==> src/sv/cts_pkg.sv <==
// cts_pkg: shared types and codes for the character transliterate/squash core.
// Used by cts_front, cts_queue, cts_back and char_transliterate_squash_core.
`default_nettype none

package cts_pkg;

    localparam int LEN_W   = 7;   // width of src_len / dst_len registers
    localparam int SLOT_W  = 6;
    localparam int BYTE_W  = 8;
    localparam int IDX_W   = 8;   // holds any table index up to 256 entries
    localparam int CMP_W   = 9;   // compare width for lengths, indexes and depths
    localparam int CFG_IDX_W = 2;
    localparam int Q_DEPTH = 2;

    typedef enum logic [1:0] {
        CMD_LOAD_SRC = 2'd0,
        CMD_LOAD_DST = 2'd1,
        CMD_DATA     = 2'd2,
        CMD_EOS      = 2'd3
    } cmd_t;

    typedef enum logic [CFG_IDX_W-1:0] {
        REG_COMPLEMENT = 2'd0,
        REG_SRC_LEN    = 2'd1,
        REG_DST_LEN    = 2'd2
    } cfg_reg_t;

    // Effective configuration, lengths already clamped to the table depths
    typedef struct packed {
        logic             complement;
        logic [LEN_W-1:0] sl;
        logic [LEN_W-1:0] dl;
    } cfg_t;

    // One classified beat as it travels from front to back
    typedef struct packed {
        cmd_t              cmd;
        logic [SLOT_W-1:0] slot;
        logic [BYTE_W-1:0] value;
        logic              hit;
        logic [IDX_W-1:0]  idx;
    } item_t;

    typedef struct packed {
        logic full;
        logic empty;
    } q_status_t;

endpackage

`default_nettype wire

==> src/sv/cts_front.sv <==
// cts_front: source character table and first-match classification of each beat.
// Depends on cts_pkg.
`default_nettype none

module cts_front
    import cts_pkg::*;
#(
    parameter int SRC_DEPTH = 64
) (
    input  wire logic              aclk,
    input  wire logic              accept,
    input  wire cmd_t              cmd,
    input  wire logic [SLOT_W-1:0] slot,
    input  wire logic [BYTE_W-1:0] value,
    input  wire cfg_t              cfg,
    output item_t                  item
);

    localparam int SRC_AW = (SRC_DEPTH > 1) ? $clog2(SRC_DEPTH) : 1;

    logic [BYTE_W-1:0]    src_tab [SRC_DEPTH];
    logic [SRC_DEPTH-1:0] match_vec;
    logic [CMP_W-1:0]     slot_ext;
    logic [CMP_W-1:0]     sl_ext;
    logic [IDX_W-1:0]     idx;

    assign slot_ext = CMP_W'(slot);
    assign sl_ext   = CMP_W'(cfg.sl);

    always_ff @(posedge aclk) begin
        if (accept && cmd == CMD_LOAD_SRC && slot_ext < CMP_W'(SRC_DEPTH)) begin
            src_tab[slot_ext[SRC_AW-1:0]] <= value;
        end
    end

    // Entries at or beyond the active source length never match
    always_comb begin
        for (int k = 0; k < SRC_DEPTH; k++) begin
            match_vec[k] = (src_tab[k] == value) && (CMP_W'(k) < sl_ext);
        end
    end

    // Lowest matching index wins
    always_comb begin
        idx = '0;
        for (int k = SRC_DEPTH - 1; k >= 0; k--) begin
            if (match_vec[k]) begin
                idx = IDX_W'(k);
            end
        end
    end

    always_comb begin
        item.cmd   = cmd;
        item.slot  = slot;
        item.value = value;
        item.hit   = |match_vec;
        item.idx   = idx;
    end

endmodule

`default_nettype wire

==> src/sv/cts_queue.sv <==
// cts_queue: two-entry FIFO of classified beats between front and back.
// Depends on cts_pkg.
`default_nettype none

module cts_queue
    import cts_pkg::*;
(
    input  wire logic  aclk,
    input  wire logic  aresetn,
    input  wire logic  push,
    input  wire item_t push_item,
    input  wire logic  pop,
    output item_t      pop_item,
    output q_status_t  status
);

    localparam int PTR_W = $clog2(Q_DEPTH);
    localparam int CNT_W = $clog2(Q_DEPTH + 1);

    item_t              q_mem [Q_DEPTH];
    logic [PTR_W-1:0]   wr_ptr_reg;
    logic [PTR_W-1:0]   wr_ptr_next;
    logic [PTR_W-1:0]   rd_ptr_reg;
    logic [PTR_W-1:0]   rd_ptr_next;
    logic [CNT_W-1:0]   count_reg;
    logic [CNT_W-1:0]   count_next;

    always_comb begin
        wr_ptr_next = push ? wr_ptr_reg + PTR_W'(1) : wr_ptr_reg;
        rd_ptr_next = pop  ? rd_ptr_reg + PTR_W'(1) : rd_ptr_reg;
        count_next  = count_reg;
        if (push && !pop) begin
            count_next = count_reg + CNT_W'(1);
        end else if (pop && !push) begin
            count_next = count_reg - CNT_W'(1);
        end
    end

    always_ff @(posedge aclk) begin
        if (!aresetn) begin
            wr_ptr_reg <= '0;
            rd_ptr_reg <= '0;
            count_reg  <= '0;
        end else begin
            wr_ptr_reg <= wr_ptr_next;
            rd_ptr_reg <= rd_ptr_next;
            count_reg  <= count_next;
        end
    end

    always_ff @(posedge aclk) begin
        if (push) begin
            q_mem[wr_ptr_reg] <= push_item;
        end
    end

    assign pop_item     = q_mem[rd_ptr_reg];
    assign status.full  = (count_reg == CNT_W'(Q_DEPTH));
    assign status.empty = (count_reg == '0);

endmodule

`default_nettype wire

==> src/sv/cts_back.sv <==
// cts_back: destination table, squash run tracking and the output register.
// Depends on cts_pkg; fed by cts_queue.
`default_nettype none

module cts_back
    import cts_pkg::*;
#(
    parameter int DST_DEPTH = 64
) (
    input  wire logic              aclk,
    input  wire logic              aresetn,
    input  wire item_t             item,
    input  wire logic              item_valid,
    output logic                   item_pop,
    input  wire cfg_t              cfg,
    output logic                   m_tvalid,
    input  wire logic              m_tready,
    output logic [BYTE_W-1:0]      m_tdata
);

    localparam int DST_AW = (DST_DEPTH > 1) ? $clog2(DST_DEPTH) : 1;

    logic [BYTE_W-1:0] dst_mem [DST_DEPTH];

    logic              out_valid_reg;
    logic              out_valid_next;
    logic              use_dest_reg;
    logic [BYTE_W-1:0] lit_reg;
    logic [BYTE_W-1:0] rd_reg;
    logic              run_reg;
    logic              run_next;

    logic              advance;
    logic              produce;
    logic              use_dest;
    logic [CMP_W-1:0]  addr;
    logic [CMP_W-1:0]  sl_ext;
    logic [CMP_W-1:0]  dl_ext;
    logic [CMP_W-1:0]  last_ext;
    logic [CMP_W-1:0]  i_ext;
    logic [CMP_W-1:0]  slot_ext;
    logic              i_valid;
    logic              squash_mode;

    assign advance  = !out_valid_reg || m_tready;
    assign item_pop = item_valid && advance;

    assign sl_ext   = CMP_W'(cfg.sl);
    assign dl_ext   = CMP_W'(cfg.dl);
    assign last_ext = dl_ext - CMP_W'(1);
    assign slot_ext = CMP_W'(item.slot);

    // In complement mode the non-members are the ones acted on, at index dl
    assign i_valid     = cfg.complement ? !item.hit : item.hit;
    assign i_ext       = cfg.complement ? dl_ext : CMP_W'(item.idx);
    assign squash_mode = (sl_ext > dl_ext) || cfg.complement;

    always_comb begin
        produce  = 1'b0;
        use_dest = 1'b0;
        addr     = '0;
        run_next = run_reg;
        unique case (item.cmd) inside
            CMD_LOAD_SRC, CMD_LOAD_DST: begin
            end
            CMD_EOS: begin
                run_next = 1'b0;
            end
            CMD_DATA: begin
                if (cfg.dl == '0) begin
                    run_next = 1'b0;
                    produce  = !i_valid;
                end else if (squash_mode && i_valid && i_ext >= last_ext) begin
                    // one copy of the last destination byte per run
                    if (!run_reg) begin
                        produce  = 1'b1;
                        use_dest = 1'b1;
                        addr     = last_ext;
                    end
                    run_next = 1'b1;
                end else begin
                    run_next = 1'b0;
                    produce  = 1'b1;
                    if (i_valid && i_ext < dl_ext) begin
                        use_dest = 1'b1;
                        addr     = i_ext;
                    end
                end
            end
            default: begin
            end
        endcase
    end

    always_comb begin
        out_valid_next = out_valid_reg;
        if (advance) begin
            out_valid_next = item_pop && produce;
        end
    end

    always_ff @(posedge aclk) begin
        if (!aresetn) begin
            out_valid_reg <= 1'b0;
            run_reg       <= 1'b0;
        end else begin
            out_valid_reg <= out_valid_next;
            if (item_pop) begin
                run_reg <= run_next;
            end
        end
    end

    always_ff @(posedge aclk) begin
        if (item_pop) begin
            use_dest_reg <= use_dest;
            lit_reg      <= item.value;
        end
    end

    always_ff @(posedge aclk) begin
        if (item_pop && item.cmd == CMD_LOAD_DST && slot_ext < CMP_W'(DST_DEPTH)) begin
            dst_mem[slot_ext[DST_AW-1:0]] <= item.value;
        end
    end

    always_ff @(posedge aclk) begin
        if (item_pop && use_dest) begin
            rd_reg <= dst_mem[addr[DST_AW-1:0]];
        end
    end

    assign m_tvalid = out_valid_reg;
    assign m_tdata  = use_dest_reg ? rd_reg : lit_reg;

endmodule

`default_nettype wire

==> src/sv/char_transliterate_squash_core.sv <==
// char_transliterate_squash_core: top level of the byte-stream transliterator.
// Depends on cts_pkg, cts_front, cts_queue and cts_back.
//
// Usage:
//   s_ channel: one beat per command. s_tuser carries cmd (load source entry,
//   load destination entry, data byte, end of stream); s_tdata carries slot
//   and value. Loads fill the tables, data beats are translated, deleted or
//   squashed, end of stream closes any squash run.
//   m_ channel: one beat per emitted byte; loads, end of stream, deleted and
//   squashed bytes give no beat.
//   cfg_ channel: writes complement, src_len and dst_len; write only while
//   the core is idle. cfg_ready is always high.
// Timing: one beat accepted per cycle, sustained while m_tready is high. A byte
//   accepted goes through a queue slot and then the output register to m_tdata;
//   the source compare and first-match search finish in the accept cycle.
// Reset: synchronous, active low; clears the queue, the output register,
//   the squash run flag and the configuration. Tables are not cleared.
// Stall: with m_tready low the output register holds, the two-entry queue
//   fills and then s_tready drops.
`default_nettype none

module char_transliterate_squash_core
    import cts_pkg::*;
#(
    parameter int SRC_DEPTH = 64,
    parameter int DST_DEPTH = 64
) (
    input  wire logic                 aclk,
    input  wire logic                 aresetn,
    input  wire logic                 s_tvalid,
    output logic                      s_tready,
    input  wire logic [15:0]          s_tdata,   // [5:0] slot, [13:6] value, [15:14] zero
    input  wire logic [1:0]           s_tuser,   // [1:0] cmd
    output logic                      m_tvalid,
    input  wire logic                 m_tready,
    output logic [BYTE_W-1:0]         m_tdata,   // [7:0] out_byte
    input  wire logic                 cfg_valid,
    output logic                      cfg_ready,
    input  wire logic [CFG_IDX_W-1:0] cfg_index,
    input  wire logic [LEN_W-1:0]     cfg_data
);

    logic             complement_reg;
    logic [LEN_W-1:0] src_len_reg;
    logic [LEN_W-1:0] dst_len_reg;
    cfg_t             cfg;

    logic             s_accept;
    item_t            front_item;
    item_t            q_item;
    logic             q_pop;
    q_status_t        q_status;

    assign cfg_ready = 1'b1;

    always_ff @(posedge aclk) begin
        if (!aresetn) begin
            complement_reg <= 1'b0;
            src_len_reg    <= '0;
            dst_len_reg    <= '0;
        end else if (cfg_valid) begin
            unique case (cfg_index)
                REG_COMPLEMENT: complement_reg <= cfg_data[0];
                REG_SRC_LEN:    src_len_reg    <= cfg_data;
                REG_DST_LEN:    dst_len_reg    <= cfg_data;
                default: begin
                end
            endcase
        end
    end

    // Lengths beyond the table depth act as the depth
    always_comb begin
        cfg.complement = complement_reg;
        cfg.sl = (CMP_W'(src_len_reg) > CMP_W'(SRC_DEPTH)) ? LEN_W'(SRC_DEPTH) : src_len_reg;
        cfg.dl = (CMP_W'(dst_len_reg) > CMP_W'(DST_DEPTH)) ? LEN_W'(DST_DEPTH) : dst_len_reg;
    end

    assign s_tready = !q_status.full;
    assign s_accept = s_tvalid && s_tready;

    cts_front #(
        .SRC_DEPTH (SRC_DEPTH)
    ) u_front (
        .aclk   (aclk),
        .accept (s_accept),
        .cmd    (cmd_t'(s_tuser)),
        .slot   (s_tdata[SLOT_W-1:0]),
        .value  (s_tdata[SLOT_W+BYTE_W-1:SLOT_W]),
        .cfg    (cfg),
        .item   (front_item)
    );

    cts_queue u_queue (
        .aclk      (aclk),
        .aresetn   (aresetn),
        .push      (s_accept),
        .push_item (front_item),
        .pop       (q_pop),
        .pop_item  (q_item),
        .status    (q_status)
    );

    cts_back #(
        .DST_DEPTH (DST_DEPTH)
    ) u_back (
        .aclk       (aclk),
        .aresetn    (aresetn),
        .item       (q_item),
        .item_valid (!q_status.empty),
        .item_pop   (q_pop),
        .cfg        (cfg),
        .m_tvalid   (m_tvalid),
        .m_tready   (m_tready),
        .m_tdata    (m_tdata)
    );

    // Queue never written while full, never read while empty
    a_no_overflow: assert property (@(posedge aclk) disable iff (!aresetn)
        s_accept |-> !q_status.full)
        else $error("beat pushed into full queue");

    a_no_underflow: assert property (@(posedge aclk) disable iff (!aresetn)
        q_pop |-> !q_status.empty)
        else $error("beat popped from empty queue");

    a_reset_idle: assert property (@(posedge aclk)
        !aresetn |=> !m_tvalid && q_status.empty)
        else $error("output or queue not cleared by reset");

endmodule

`default_nettype wire

==> config.mk <==
export PLATFORM = sky130hd
export DESIGN_NAME = char_transliterate_squash_core
export DESIGN_NICKNAME = d
export VERILOG_FILES = /design/src/sv/cts_pkg.sv /design/src/sv/cts_front.sv /design/src/sv/cts_queue.sv /design/src/sv/cts_back.sv /design/src/sv/char_transliterate_squash_core.sv
export SDC_FILE = /design/constraint.sdc
export NUM_CORES = 2
export LEC_CHECK = 0
export ABC_AREA = 1
export BUFFER_PORTS_ARGS = -buffer_cell sky130_fd_sc_hd__buf_4
export CAP_MARGIN = 25
export CORE_UTILIZATION = 40
export CTS_BUF_LIST = sky130_fd_sc_hd__clkbuf_4 sky130_fd_sc_hd__clkbuf_8
export DETAILED_ROUTE_END_ITERATION = 8
export SLEW_MARGIN = 20
export SYNTH_ARGS = -nofsm -noshare
export SYNTH_HDL_FRONTEND = slang
export SYNTH_HIERARCHICAL = 1
export SYNTH_SLANG_ARGS = --single-unit
export TNS_END_PERCENT = 100
==> constraint.sdc <==
create_clock -name aclk -period 6.8 [get_ports aclk]
set_clock_uncertainty 0.2 [all_clocks]
set_input_delay 1.36 -clock aclk [delete_from_list [all_inputs] [get_ports aclk]]
set_output_delay 1.36 -clock aclk [all_outputs]
set_load 0.1 [all_outputs]
* After elaboration in Yosys (flattened, before gate mapping)
Memories as Yosys holds them, arrays and structs flattened. A register that Yosys moved wholly into a read port is not among the register bits.
Index checks and enable logic that the tools add are counted.
** Operators by class
- Reductions and logical operators :: 97
- Add/subtract/negate cells :: 5
- Muxes and demuxes :: 95
- Magnitude comparators :: 71
- Equality and inequality tests :: 70
** Operators by type and width (count)
- == test 8 bit :: 64
- 2-to-1 mux 6 bit :: 69
- < comparator 6 x 7 -> 1 bit (first input constant) :: 32
- < comparator 5 x 7 -> 1 bit (first input constant) :: 16
- logical AND 1 bit :: 77
- OR reduction 64 bit :: 1
- < comparator 4 x 7 -> 1 bit (first input constant) :: 8
- < comparator 3 x 7 -> 1 bit (first input constant) :: 4
- 2-to-1 mux 1 bit :: 19
- 2-to-1 mux 8 bit :: 2
- greater-than comparator 7 bit (second input constant) :: 2
- < comparator 1 x 7 -> 1 bit (first input constant) :: 2
- < comparator 2 x 7 -> 1 bit (first input constant) :: 2
- < comparator 6 x 7 -> 1 bit (second input constant) :: 2
- 2-to-1 mux 7 bit :: 2
- >= comparator 8 x 9 -> 1 bit :: 1
- == test 2 bit (second input constant) :: 4
- < comparator 8 x 7 -> 1 bit :: 1
- AND reduction 2 bit :: 4
- subtractor 7 x 1 -> 8 bit (second input constant) :: 1
- greater-than comparator 7 bit :: 1
- logical NOT 1 bit :: 7
- logical NOT 7 bit :: 1
- logical NOT 2 bit :: 3
- 8 further kinds :: 13
** Word-level totals
- Memories kept :: 3
- Input bits :: 32
- Word-level logic and storage cells :: 351
- Register bits :: 30
- Bits in writable memories :: 1070
- Output and inout bits :: 11
** Memories
- u_back.dst_mem :: depth 64, width 8, rd ports 1, clocked after Yosys merged registers in 1, write ports 1, RTL line cts_back.sv:23 : logic [BYTE_W-1:0] dst_mem [DST_DEPTH];
- u_front.src_tab :: depth 64, width 8, rd ports 64, clocked after Yosys merged registers in 0, write ports 1, RTL line cts_front.sv:21 : logic [BYTE_W-1:0] src_tab [SRC_DEPTH];
- u_queue.q_mem :: depth 2, width 23, rd ports 1, clocked after Yosys merged registers in 1, write ports 1, RTL line cts_queue.sv:20 : item_t q_mem [Q_DEPTH];

* Logic depth before layout (Yosys ltp)
- Depth in word-level cells :: 68
- Mapped depth :: 70

* By module
Netlist, hierarchy kept.
** By module, submodules not included
- cts_back :: instances 1, cells an instance 2488, area each 25006.5 um^2
- cts_front :: instances 1, cells an instance 1981, area each 23968.0 um^2
- cts_queue :: instances 1, cells an instance 113, area each 2137.0 um^2
- char_transliterate_squash_core :: instances 1, cells an instance 127, area each 779.5 um^2

* Worst setup path after synthesis
Ideal clock, no wire load.
- Kind :: in2reg
- From :: in s_tdata[9]
- To :: mem u_queue/q_mem[0][0] (netlist name), data pin
- Setup slack :: 1554 ps
- Stages :: 64
- Setup time :: 270 ps
- Arrival :: 4776 ps
- Path buffers :: 2
- Data required time :: 6330 ps
- Cells stage by stage :: buf_4 > buf_6 > xnor2_1 > nand3_1 > nor4_2 > nand3_1 > nand2_1 > nand2_1 > nand2_1 > nand2_1 > nand2_1 > nand2_1 > nand2_1 > nand2_1 > nand2_1 > nand2_1 > nand2_1 > nand2_1 > [28 not listed] > nand2_1 > nand2_1 > nand2_1 > nand2_1 > nand2_1 > nand2_1 > nand2_1 > nand2_1 > nand2_1 > nand2_1 > nand2_1 > nand2_1 > nand2_1 > nand2_1 > nand2_1 > nand2_1 > nand2_1 > a21oi_2
** RTL lines
- start: declaration :: RTL line char_transliterate_squash_core.sv:32 : input wire logic [15:0] s_tdata,
- end: declaration :: RTL line cts_queue.sv:20

==> implementation parameters <==
Parameter                              Value

Detailed routing
  Number of antenna-violating nets in the routed design    0
  Sum of routed wire length over all layers    between 100000 and 150000 um
  Initial detailed-routing violation count    between 3000 and 4000
  Number of vias per cell after detailed routing    about 5.2
  Total number of vias    34700
  Final routed wire length divided by cell count    roughly 20 um
  Number of detailed-route iterations in the first pass    6
  Remaining routing DRC violations    0

Synthesis
  Area fraction of the dominant cell type after synthesis    0.631
  Share of flip-flops with an asynchronous set or reset    0
  Synthesized instance count    between 4000 and 5000
  Number of distinct library cells after synthesis    between 60 and 70
  Flops & latches, synth    1113
  Cell types occupying the most area after synthesis    sky130_fd_sc_hd__edfxtp_1 (63%), sky130_fd_sc_hd__nand3_1 (5.4%), sky130_fd_sc_hd__nand2_1 (5.3%)
  Portion of the post-synthesis area used by sequential elements    0.640
  Yosys warning total    6
  Top post-synthesis cells by count    sky130_fd_sc_hd__edfxtp_1 (1091), sky130_fd_sc_hd__nand2_1 (731), sky130_fd_sc_hd__inv_1 (675), sky130_fd_sc_hd__nand3_1 (565), sky130_fd_sc_hd__nor2_1 (332)
  Per-instance average area after synthesis    ~11 um2
  Most numerous cell in the Yosys netlist    sky130_fd_sc_hd__edfxtp_1
  Most frequently used flop master after synthesis    sky130_fd_sc_hd__edfxtp_1
  Post-Syn Area    roughly 52000 um2
  Number of enable-type register cells in the synthesized netlist    1091
  Cell type with the highest aggregate area in the netlist    sky130_fd_sc_hd__edfxtp_1

Power
  Net switching power    approximately 0.0047 W
  Worst vdd ir    between 0.3 and 0.4 mV
  Switching share of power    0.290
  Internal power    approximately 0.011 W
  Total Power Consumption    between 0.015 and 0.02 W
  Part of the power in registers    0.500
  Power per cell area    around 280 nW/um2
  Fraction of power consumed by the clock network    0.335
  Leakage component of the power    22.0 nW
  Portion of total power attributed to combinational logic    0.165

STA
  Final worst hold slack    around 0.31 ns
  Maximum clock frequency    167 MHz
  Transition time of the tightest slew-check pin    roughly 1.1 ns
  Unrepaired setup endpoints after global routing    false
  Fraction of the cycle the final worst path needs    0.880
  Max-slew violations    0
  Number of failing hold endpoints at the final stage    0
  Post-layout min period    5.98 ns
  Final TNS setup    0 ns
  Max_slew headroom    0.269
  Final setup violating endpoints    0

Setup path
  Origin of the critical flop-to-flop path    src_len_reg[6]$_SDFFE_PN0P_
  Signal arrival time at the worst endpoint    6.49 ns
  Max FO, Critical Path    14
  Worst-case reg-to-reg path depth    63
  Most common cell on crit path    sky130_fd_sc_hd__nand2_1
  Worst-path cell with the longest stage delay    sky130_fd_sc_hd__nor2_2
  Startpoint kind of the worst setup timing path    register
  Capture instance of the worst register-to-register path    u_queue/q_mem[1][0]$_DFFE_PP_
  Category of the critical setup timing path    reg2reg
  Critical path capture point type    register
  Required time of the critical path    roughly 7.3 ns
  R2R setup slack    around 0.82 ns
  Peak per-stage delay on the critical path    roughly 0.44 ns

Floorplanning
  Vertical die dimension    ~360 um
  Initial standard-cell utilization of the core    0.405
  Top-level I/O count    43
  Die Span X    362 um
  Number of rows created at floorplan    about 130
  DIE AREA    131000 um2
  CORE AREA    128000 um2

Min path
  Worst hold path endpoint    u_queue/wr_ptr_reg$_SDFFE_PN0P_
  HP Start    u_queue/wr_ptr_reg$_SDFFE_PN0P_
  Cells on Worst Hold Path    2
  Kind of path behind the tightest hold check    reg2reg

Job
  Max Cap Violations    0

CTS
  CTS tree    built
  TritonCTS Buffers    between 150 and 200
  Clock-pin slew of the registers on the worst-case setup and hold paths    around 0.060 ns
  Total clock sinks    approximately 1100
  Number of buffers added to fix hold violations after cts    0
  Root buffer cell    sky130_fd_sc_hd__clkbuf_8
  Clock Path Buffers    3
  CTS HTree Levels    4
  Clk_lat worst skew    0.88 ns

Global route
  Pin count of the biggest net entering global routing    about 130
  Initial antenna violation count    7
  GRT Util Overall    0.206
  Global-route wire length before repair    204000 um
  Vias in the first global route    ~33000
  Overflow left after global routing    0

Finish
  Signed area change from the synthesized netlist to the final layout    10.5%
  Share of cells above drive strength 1    0.118
  Fill cell total of the finished layout    ~12000
  # nets final    roughly 4900
  Utilization of the core after routing    0.447

Placed design
  RD Place Congestion    approximately 0.85
  DP HPWL    approximately 82000 um
  Input/output buffers    39

Status
  Result of the run    complete, no violations
## logic make-up (layout without fill, tap and decap cells)
logic type | after synthesis | count (layout) | share of synthesized area
buf+inv | 943 | 1156 | 0.0782
fa+ha+maj | 26 | 26 | 0.00627
compound gates | 153 | 153 | 0.0198
other cells | 2 | 6 | 0.000145
xor+xnor | 353 | 353 | 0.0599
mux | 33 | 33 | 0.00861
simple gates | 2086 | 2086 | 0.187
flops | 1113 | 1113 | 0.640
## layer usage
metal / wire [um] / up-vias / GRT usage
met4: 3850 / 0 / 0.0730
met2: 62300 / 1344 / 0.319
met5: 0 / - / 0
li1: - / 16200 / -
met3: 11000 / 230 / 0.0424
met1: 59200 / 16900 / 0.288
## worst max-delay path by stage
stage	from	endpoint	slack [ns]	cells past startpoint
5_1_grt	src_len_reg[4]$_SDFFE_PN0P_	u_queue/q_mem[0][0]$_DFFE_PP_	0.15	70
3_3_place_gp	s_tdata[9]	u_queue/q_mem[0][0]$_DFFE_PP_	0.25	69
3_5_place_dp	s_tdata[9]	u_queue/q_mem[1][0]$_DFFE_PP_	0.38	69
6_report	src_len_reg[6]$_SDFFE_PN0P_	u_queue/q_mem[1][0]$_DFFE_PP_	0.82	63
2_1_floorplan	s_tdata[9]	u_queue/q_mem[0][0]$_DFFE_PP_	1.55	64
4_1_cts	src_len_reg[4]$_SDFFE_PN0P_	u_queue/q_mem[1][0]$_DFFE_PP_	0.70	70
## per-stage QoR
| step | area, um2 | setup WS (ns) | cells |
|---|---|---|---|
| after floorplan | 51900 | 1.55 | 4710 |
| after global placement | 54100 | 0.250 | 6350 |
| after detailed placement | 54100 | 0.379 | 6352 |
| after CTS | 57300 | 0.703 | 6652 |
| after global routing | 57300 | 0.148 | 6654 |
| final | 57300 | 0.815 | 6655 |
## repair_timing
action	CTS	global route
buffers inserted	0	0
gates resized for setup	0	1
setup endpoints to repair	0	2
## layout make-up
type,instances,area [um2],area share
Sequential cell,1113,33200,0.579
Multi-Input combinational cell,2654,14700,0.256
Clock inverter,57,315,0.00550
Timing Repair Buffer,159,1410,0.0246
Antenna cell,3,7.51,0.000131
Inverter,697,2620,0.0457
Tap cell,1729,2160,0.0377
Clock buffer,243,2940,0.0512
## cells in the final DEF (no fill, tap or decap), types with 5 or more instances in the layout
| cell type | count |
|---|---|
| sky130_fd_sc_hd__a221oi_1 | 9 |
| sky130_fd_sc_hd__clkinvlp_4 | 5 |
| sky130_fd_sc_hd__a2111oi_0 | 7 |
| sky130_fd_sc_hd__nor3b_1 | 13 |
| sky130_fd_sc_hd__nor3_1 | 31 |
| sky130_fd_sc_hd__ha_1 | 26 |
| sky130_fd_sc_hd__mux2_4 | 20 |
| sky130_fd_sc_hd__buf_6 | 9 |
| sky130_fd_sc_hd__or2_2 | 71 |
| sky130_fd_sc_hd__clkbuf_4 | 65 |
| sky130_fd_sc_hd__xor2_1 | 209 |
| sky130_fd_sc_hd__nor2_1 | 330 |
| sky130_fd_sc_hd__or2_1 | 11 |
| sky130_fd_sc_hd__clkbuf_8 | 178 |
| sky130_fd_sc_hd__buf_4 | 135 |
| sky130_fd_sc_hd__nand4_1 | 238 |
| sky130_fd_sc_hd__o21ai_0 | 43 |
| sky130_fd_sc_hd__a31oi_1 | 9 |
| sky130_fd_sc_hd__dfxtp_1 | 22 |
| sky130_fd_sc_hd__o2111ai_1 | 27 |
| sky130_fd_sc_hd__xnor2_1 | 142 |
| sky130_fd_sc_hd__nand2_2 | 5 |
| sky130_fd_sc_hd__a211oi_1 | 5 |
| sky130_fd_sc_hd__nor2_2 | 6 |
| sky130_fd_sc_hd__o211ai_1 | 11 |
| sky130_fd_sc_hd__clkinv_1 | 35 |
| sky130_fd_sc_hd__a21oi_1 | 20 |
| sky130_fd_sc_hd__edfxtp_1 | 1091 |
| sky130_fd_sc_hd__nand2_1 | 730 |
| sky130_fd_sc_hd__inv_1 | 675 |
| sky130_fd_sc_hd__clkinv_2 | 13 |
| sky130_fd_sc_hd__buf_12 | 14 |
| sky130_fd_sc_hd__nand3_1 | 565 |
| sky130_fd_sc_hd__nor4_1 | 57 |
| sky130_fd_sc_hd__mux2_2 | 13 |
| sky130_fd_sc_hd__inv_2 | 19 |
## worst max-delay path, delay by kind of cell (launching register included)
kind | cells | cell delay [ns]
AND/OR/NAND/NOR | 58 | 4.34
buffers and inverters | 3 | 0.50
AO/OA/AOI/OAI | 2 | 0.42
flip-flops | 1 | 0.36
## power groups by stage
stage / Clock, W / Combinational [W] / Sequential (W)
finish: 0.00540 / 0.00266 / 0.00806
global route: 0.00577 / 0.00286 / 0.00806
CTS: 0.00552 / 0.00266 / 0.00806
detailed placement: 0 / 0.00265 / 0.00820
global placement: 0 / 0.00261 / 0.00820
floorplan: 0 / 0.00173 / 0.00817
(Power assumes the default switching activity.)
